$ cat src/hdl/scv_pkg.sv
// ----------------------------------------------------------------------------
// scv_pkg: shared constants, tables and helpers for the scanner chorus/vibrato
// Memory sizes, configuration register codes, scanner tap tables, tap gain
// ROM, smoothing depth per mode and the quarter-sine polynomial terms.
// ----------------------------------------------------------------------------
`default_nettype none

package scv_pkg;

	// history and smoother memory geometry
	localparam int HIST_DEPTH = 1024;
	localparam int HIST_AW    = $clog2(HIST_DEPTH);
	localparam int STAGES     = 9;
	localparam int STAGE_AW   = $clog2(STAGES);
	localparam int SCAN_STEPS = 32;
	localparam int STEP_W     = $clog2(SCAN_STEPS);

	// configuration register codes
	typedef enum logic [2:0] {
		CFG_DEPTH_MODE    = 3'd0,
		CFG_TAP_SPACING   = 3'd1,
		CFG_DAMPING       = 3'd2,
		CFG_DRY_GAIN      = 3'd3,
		CFG_CHORUS_ENABLE = 3'd4,
		CFG_SCAN_PERIOD   = 3'd5
	} cfg_reg_t;

	// configuration reset values
	localparam logic [1:0]  RST_DEPTH_MODE  = 2'd1;
	localparam logic [6:0]  RST_TAP_SPACING = 7'd2;
	localparam logic [15:0] RST_DAMPING     = 16'd64880;
	localparam logic [15:0] RST_DRY_GAIN    = 16'd52429;
	localparam logic [8:0]  RST_SCAN_PERIOD = 9'd198;

	// vibrato output scale, Q0.16 (0.7)
	localparam logic [15:0] VIB_GAIN = 16'd45875;

	// quarter-sine odd polynomial, Q16
	localparam logic [16:0] SIN_C1 = 17'd102944;
	localparam logic [16:0] SIN_C3 = 17'd42335;
	localparam logic [16:0] SIN_C5 = 17'd5223;
	localparam logic [16:0] SIN_C7 = 17'd307;
	localparam logic [16:0] SIN_ONE = 17'd65536;

	// scanner tables, period 16, entry i in nibble i
	typedef enum logic [2:0] {SEQ_A, SEQ_B, SEQ_C, SEQ_D, SEQ_E, SEQ_F, SEQ_Z} seq_id_t;

	localparam logic [63:0] SEQ_A_TAB = 64'h1234_5678_7654_3210;
	localparam logic [63:0] SEQ_B_TAB = 64'h0123_4567_8765_4321;
	localparam logic [63:0] SEQ_C_TAB = 64'h4433_2211_0011_2233;
	localparam logic [63:0] SEQ_D_TAB = 64'h3443_3221_1001_1223;
	localparam logic [63:0] SEQ_E_TAB = 64'h5566_7788_7766_5544;
	localparam logic [63:0] SEQ_F_TAB = 64'h4556_6778_8776_6554;
	localparam logic [63:0] SEQ_Z_TAB = 64'h7777_7777_7777_7777;

	function automatic logic [63:0] seq_bits(input seq_id_t id);
		unique case (id)
			SEQ_A:   seq_bits = SEQ_A_TAB;
			SEQ_B:   seq_bits = SEQ_B_TAB;
			SEQ_C:   seq_bits = SEQ_C_TAB;
			SEQ_D:   seq_bits = SEQ_D_TAB;
			SEQ_E:   seq_bits = SEQ_E_TAB;
			SEQ_F:   seq_bits = SEQ_F_TAB;
			default: seq_bits = SEQ_Z_TAB;
		endcase
	endfunction

	// table used by mix lane for a given (effective) mode
	function automatic seq_id_t lane_seq(input logic [1:0] mode, input logic [2:0] lane);
		seq_id_t id;
		id = SEQ_Z;
		if (mode == 2'd2) begin
			unique case (lane)
				3'd0:    id = SEQ_E;
				3'd1:    id = SEQ_F;
				3'd4:    id = SEQ_A;
				3'd5:    id = SEQ_B;
				default: id = SEQ_Z;
			endcase
		end else if (mode == 2'd3) begin
			unique case (lane)
				3'd0:    id = SEQ_E;
				3'd1:    id = SEQ_F;
				3'd2:    id = SEQ_C;
				3'd3:    id = SEQ_D;
				3'd4:    id = SEQ_A;
				3'd5:    id = SEQ_B;
				default: id = SEQ_Z;
			endcase
		end else begin
			unique case (lane)
				3'd0:    id = SEQ_A;
				3'd1:    id = SEQ_B;
				default: id = SEQ_Z;
			endcase
		end
		return id;
	endfunction

	// smoother index selected by a lane at a scanner step
	function automatic logic [STAGE_AW-1:0] tap_sel(input logic [1:0] mode,
			input logic [2:0] lane, input logic [STEP_W-1:0] step);
		logic [63:0] bits;
		bits = seq_bits(lane_seq(mode, lane));
		return STAGE_AW'(bits[{step[3:0], 2'b00} +: 4]);
	endfunction

	// tap gain, Q1.16, 1.00 .. 1.08
	function automatic logic [16:0] gain_of(input logic [STAGE_AW-1:0] idx);
		unique case (idx)
			4'd0:    gain_of = 17'd65536;
			4'd1:    gain_of = 17'd66191;
			4'd2:    gain_of = 17'd66847;
			4'd3:    gain_of = 17'd67502;
			4'd4:    gain_of = 17'd68157;
			4'd5:    gain_of = 17'd68813;
			4'd6:    gain_of = 17'd69468;
			4'd7:    gain_of = 17'd70124;
			4'd8:    gain_of = 17'd70779;
			default: gain_of = 17'd65536;
		endcase
	endfunction

	// smoothing depth per effective mode, Q0.16
	function automatic logic [15:0] depth_of(input logic [1:0] mode);
		unique case (mode)
			2'd2:    depth_of = 16'd62259;
			2'd3:    depth_of = 16'd58982;
			default: depth_of = 16'd6554;
		endcase
	endfunction

	// minimum tap spacing per effective mode
	function automatic logic [6:0] min_spacing_of(input logic [1:0] mode);
		unique case (mode)
			2'd2:    min_spacing_of = 7'd3;
			2'd3:    min_spacing_of = 7'd4;
			default: min_spacing_of = 7'd2;
		endcase
	endfunction

endpackage

`default_nettype wire

$ cat src/hdl/scv_sine.sv
// ----------------------------------------------------------------------------
// scv_sine: iterative quarter-sine unit
// Evaluates the Q16 odd polynomial by Horner steps on one shared multiplier,
// one step at a time, with the result clamped to 1.0.
// ----------------------------------------------------------------------------
`default_nettype none

module scv_sine (
	input  wire logic        clk,
	input  wire logic        arst_n,
	input  wire logic        start,
	input  wire logic [16:0] x,
	output logic             done,
	output logic      [16:0] result
);

	import scv_pkg::*;

	typedef enum logic {SN_IDLE, SN_RUN} sn_state_t;

	sn_state_t   state_q;
	logic [2:0]  cnt_q;
	logic [16:0] x_q;
	logic [16:0] x2_q;
	logic [16:0] t_q;

	logic [16:0] mul_a;
	logic [16:0] mul_b;
	logic [33:0] prod;
	logic [33:0] prod_rnd;

	// shared multiplier operand select
	always_comb begin
		mul_a = t_q;
		mul_b = x2_q;
		unique case (cnt_q)
			3'd0: begin
				mul_a = x_q;
				mul_b = x_q;
			end
			3'd1: mul_a = SIN_C7;
			3'd4: mul_b = x_q;
			default: ;
		endcase
		prod     = 34'(mul_a) * 34'(mul_b);
		prod_rnd = prod + 34'd32768;
	end

	// step sequencer
	always_ff @(posedge clk or negedge arst_n) begin
		if (!arst_n) begin
			state_q <= SN_IDLE;
			cnt_q   <= 3'd0;
			done    <= 1'b0;
		end else begin
			done <= 1'b0;
			unique case (state_q)
				SN_IDLE: begin
					if (start) begin
						x_q     <= x;
						cnt_q   <= 3'd0;
						state_q <= SN_RUN;
					end
				end
				SN_RUN: begin
					cnt_q <= cnt_q + 3'd1;
					unique case (cnt_q)
						3'd0: x2_q <= prod_rnd[32:16];
						3'd1: t_q  <= SIN_C5 - prod[32:16];
						3'd2: t_q  <= SIN_C3 - prod[32:16];
						3'd3: t_q  <= SIN_C1 - prod[32:16];
						default: begin
							result  <= (prod_rnd[33:16] > {1'b0, SIN_ONE}) ?
								SIN_ONE : prod_rnd[32:16];
							done    <= 1'b1;
							state_q <= SN_IDLE;
						end
					endcase
				end
				default: state_q <= SN_IDLE;
			endcase
		end
	end

endmodule

`default_nettype wire
$ cat config.mk
export PLATFORM = sky130hd
export DESIGN_NAME = scv_sine
export DESIGN_NICKNAME = d
export VERILOG_FILES = /design/src/hdl/scv_pkg.sv /design/src/hdl/scv_sine.sv
export SDC_FILE = /design/constraint.sdc
export NUM_CORES = 1
export LEC_CHECK = 0
export ABC_CLOCK_PERIOD_IN_PS = 20600
export BUFFER_PORTS_ARGS = -buffer_cell sky130_fd_sc_hd__buf_4
export CAP_MARGIN = 10
export CORE_ASPECT_RATIO = 1.25
export CORE_UTILIZATION = 69
export DETAILED_ROUTE_END_ITERATION = 10
export GPL_TIMING_DRIVEN = 0
export PLACE_DENSITY_LB_ADDON = 0.12
export SLEW_MARGIN = 5
export SYNTH_ARGS = -nofsm -noshare
export SYNTH_HDL_FRONTEND = slang
export SYNTH_SLANG_ARGS = --single-unit
export TNS_END_PERCENT = 50
$ cat constraint.sdc
create_clock -name clk -period 20.6 [get_ports clk]
set_clock_uncertainty 0.15 [all_clocks]
set_input_delay 4.12 -clock clk [delete_from_list [all_inputs] [get_ports clk]]
set_output_delay 4.12 -clock clk [all_outputs]
set_load 0.05 [all_outputs]
# Yosys cells after proc, flatten, opt, wreduce, memory -nomap -nowiden
# Index checks and enable logic that the tools add are counted.
# op_classes
n_addsub,5
multipliers,1
div_mod_pow,0
n_lt_le_gt_ge,1
n_eq_ne,5
shifts,0
muxes,10
bitwise_logic,2
n_reduce_logical,8
# ops
op,count
17-bit case mux with 3 select lines,1
34-bit by 16-bit adder with 34-bit output (second input constant),1
17-bit by 17-bit multiplier with 34-bit output,1
17-bit case mux with 2 select lines,1
18-bit by 17-bit > comparator with 1-bit output (second input constant),1
17-bit 2-to-1 mux,1
13-bit by 17-bit subtractor with 17-bit output (first input constant),1
16-bit by 17-bit subtractor with 17-bit output (first input constant),1
17-bit subtractor (first input constant),1
3-bit AND reduction,4
3-bit by 2-bit equality test with 1-bit output (second input constant),2
3-bit case mux with 2 select lines,1
1-bit 2-to-1 mux,4
4-bit OR reduction,1
3-bit by 1-bit adder with 3-bit output (second input constant),1
3-bit by 1-bit equality test with 1-bit output (second input constant),1
3-bit equality test (second input constant),1
3-bit logical NOT,1
3-bit 2-to-1 mux,1
3-bit nonzero test,1
2-bit != test (second input constant),1
1-bit NOT,2
1-bit case mux with 2 select lines,1
2-bit OR reduction,1
# word_totals
register_bits,73
latchBits,0
mem_bits_rw,0
rom_bits,0
input_bits,20
out_inout_bits,18
wordCells,39
memories,0

# Depth between registers and ports, before layout
# logic_depth
word_depth,6
mapped_depth,37
depth_no_buf,33

# Worst setup path after synthesis
# OpenSTA, ideal clock, no wires.
# synth_path
path_type,register to register
startpoint,register cnt_q[0]
endpoint,"register result[10], data pin"
setup_time_ns,0.149
arrival_ns,9.181
t_required_ns,20.301
setup_slack_ns,11.120
path_stages_with_launch,35
path_buffers,6
synth_period_minus_slack_ns,9.480
cell_sequence,dfrtp_1 > inv_1 > ha_1 > clkbuf_1 > clkbuf_1 > clkbuf_1 > mux2_2 > nand2_1 > fa_1 > fa_1 > inv_1 > fa_1 > fa_1 > fa_1 > inv_1 > fa_1 > inv_1 > ha_1 > buf_2 > o21ai_0 > o21bai_1 > a311oi_1 > o21bai_1 > xnor2_1 > clkbuf_1 > inv_1 > ha_1 > inv_1 > nor4_2 > xor2_1 > or4_1 > nor4b_1 > a41oi_2 > buf_6 > nor3b_2
# synth_via
elab_chain_cells,6
word_cells_on_any_way,9
cone_classes,add/sub (1); mul (1); order compare (1); eq/ne (2); mux (2); reduce/logical (2)
# synth_lines
element,line_no,rtl
"start, declared",scv_sine.sv:22,logic [2:0] cnt_q;
"start signal, assigned",scv_sine.sv:66,cnt_q <= cnt_q + 3'd1;
3-bit equality test / 3-bit logical NOT (equally long branches),scv_sine.sv:36,unique case (cnt_q)
2-bit OR reduction (no line),-,
17-bit 2-to-1 mux,scv_sine.sv:36,
17-bit by 17-bit multiplier with 34-bit output *,scv_sine.sv:45,prod = 34'(mul_a) * 34'(mul_b);
34-bit by 16-bit adder with 34-bit output *,scv_sine.sv:46,prod_rnd = prod + 34'd32768;
named net prod_rnd[23],scv_sine.sv:30,logic [33:0] prod_rnd;
18-bit by 17-bit > comparator with 1-bit output *,scv_sine.sv:73,"result <= (prod_rnd[33:16] > {1'b0, SIN_ONE}) ?"
"end signal, assigned",scv_sine.sv:73,
"end, declared",scv_sine.sv:14,output logic [16:0] result
# Mark *: on every way through the listed nets, which the timed path passes. The rest lies on a longest branch.
# A chain may end at the register's enable or synchronous reset.

# Worst setup path after layout
# layout_path
startpoint,register cnt_q[0]
endpoint,"register result[3], data pin"
# Same word-level chain as after synthesis.

==> run metrics <==
status=complete, no violations; CP max FO=10; hold_sp=cnt_q[0]$_DFFE_PN0P_; average cell area after synthesis=8.97 um2; CP Launch Point=cnt_q[0]$_DFFE_PN0P_; sequential share of the synthesized area=0.155; Syn Nets=1,923; Starting Density=0.712; Vias=11,800; maximum clock path buffer count=2; Starting DRT DRC Count=1,211; routed wire length per instance=22.4 um; number of H-tree levels=3; Cell variety after synth=83; layout cell share with drive strength beyond 1=0.0754; Hold Path Class=register to register; Period minus WS final=12.59 ns; hold buffer count at cts=0; largest net degree at the start of global routing=18; Fin Setup TNS=0 ns; Placed Area=0.0146 mm2; Final period util=0.611; Die ar.=0.0209 mm2; drc violations=0; Worst path max stage delay=1.09 ns; Area Growth Syn to Fin=7.16%; initial antenna violation count=1; CTS Root Cell=clkbuf_16; met1 WL=15,100 um; final std cells w/o fill=1,882; ranking of synthesized cells by area=fa_1, edfxtp_1, ha_1; final instance area=0.0150 mm2; # clock sinks=73; top-count cell post-synth=inv_1; final setup violating endpoints=0; vias per cell=6.29; Slew HR=0.00647; Post-synth top cells=inv_1, fa_1, nand2_1, nor2_1, ha_1; worst-path cell with the longest stage delay=mux2i_1; io pins=38; ys flop type=edfxtp_1; RePlAce Congestion=1.01; Resized Gates After CTS=0; core area=0.0197 mm2; Synth area leader=fa_1; flops & latches, synth=73; CP Data Required Time=20.64 ns; CTS tree=yes; Hold WS=0.500 ns; Critical Path Start Type=register; placed cells=1,864; CP most frequent cell=inv_1; Final ANT Viol Nets=0; vias in the first global route=12,400; FMAX=79.5 MHz; grt total ovfl=0; Nets=1,974; Slew Limit Fails=0; Post-synth EDFFs=68; CP bufs+invs=12; router iterations before antenna repair=6; fill count=1,478; synth warn=0; Top Metal Used=met4; top cell type's share of synthesized area=0.317; Setup crit end kind=register; Row Count=57; Die Width=129 um; n_diodes=0; global-route wire length before repair=66,500 um; Worst R2R Start=cnt_q[0]$_DFFE_PN0P_; Crit Path Category=register to register; met3 WL post-DR=4290 um; cell area after synthesis=0.0140 mm2; die height=161 um; Gate Count Post-Synth=1,561; Skew-Pair Late Insertion Delay=0.35 ns; Max Cap Viol=0; total wire length=42,200 um; metal2 WL=19,900 um; Clock transition at path regs=0.07 ns; CP delay by family, top=adder cells; worst-margin pin slew=1.49 ns; GRT Total Usage=0.432; # Post-CTS Setup Buffers=0; ys async rst share=0.0685; setup repair after global routing missed its margin=no; WP data arrival=12.62 ns; Final Hold Vio Count=0; Port Buffers=37; Num CTS Buffers=9; placed wire-length estimate=33,700 um
[sequential cells by signal (all words and copies together), names as in the netlist]
name / count
x2_q: 17
t_q: 17
done: 1
x_q: 17
cnt_q: 3
result: 17
state_q: 1
[kinds of logic (layout without fill, tap and decap cells)]
logic type | count (synthesis) | count (layout) | share of synthesized area
flops | 73 | 73 | 0.155
fa+ha+maj | 342 | 342 | 0.425
compound gates | 200 | 200 | 0.0993
buf+inv | 374 | 430 | 0.102
simple gates | 481 | 481 | 0.156
mux | 39 | 39 | 0.0297
xor+xnor | 52 | 52 | 0.0336
[per-stage QoR]
| step | util | worst slack [ns] |
|---|---|---|
| floorplan | - | 11.12 |
| global placement | 0.742 | 8.46 |
| detailed placement | 0.744 | 8.32 |
| CTS | 0.761 | 8.25 |
| global route | 0.763 | 7.79 |
| finish | 0.763 | 8.01 |
[layer usage]
layer  up-vias  global-route usage
li1       5118                   -
met1      5769               0.522
met2       758               0.695
met3       201               0.103
met4         0               0.274
met5         -                   0
[worst register-to-register path: cells and delay by family, from the launching register on]
kind            cells  cell delay, ns
fa+ha+maj           9            3.94
mux                 1            1.09
xor+xnor            2            0.50
compound gates      5            1.58
simple gates        5            2.38
flops               1            0.43
buf+inv            12            2.39
[worst paths after layout]
check	cells past startpoint	slack, ns	end
setup / recovery	34	8.01	result[3]$_SDFFCE_PN0P_
hold / removal	1	0.50	cnt_q[0]$_DFFE_PN0P_
setup reg to reg	34	8.01	result[3]$_SDFFCE_PN0P_
hold reg to reg	1	0.50	cnt_q[0]$_DFFE_PN0P_
max in group asynchronous	1	16.73	state_q$_DFF_PN0_
min in group asynchronous	1	3.43	done$_DFF_PN0_
[cell type report]
class | count | area [um2] | area share
Multi-Input combinational cell | 1114 | 10400 | 0.695
Timing Repair Buffer | 40 | 308 | 0.0205
Clock buffer | 10 | 229 | 0.0153
Tap cell | 265 | 332 | 0.0221
Sequential cell | 73 | 2170 | 0.144
Clock inverter | 6 | 115 | 0.00767
Inverter | 324 | 1220 | 0.0810
Buffer | 50 | 211 | 0.0141
[cells in the final DEF, fill, tap and decap left out, drive strengths merged, types with 9 or more instances in the layout]
cell type  instances
nor3b             16
inv              325
mux2i             19
clkbuf            49
xor2              15
nand3             15
fa               222
ha               120
o211ai             9
mux2              20
xnor2             37
nor2             155
edfxtp            68
a22oi             14
buf               51
o21ai             42
and2              10
nand4             11
a22o              13
nand2            219
o22ai             11
a21oi             43
nor3              10
Power is left out: the tool's default activity adds up to more than one toggle a clock period on the data nets, which glitch-free logic cannot reach.
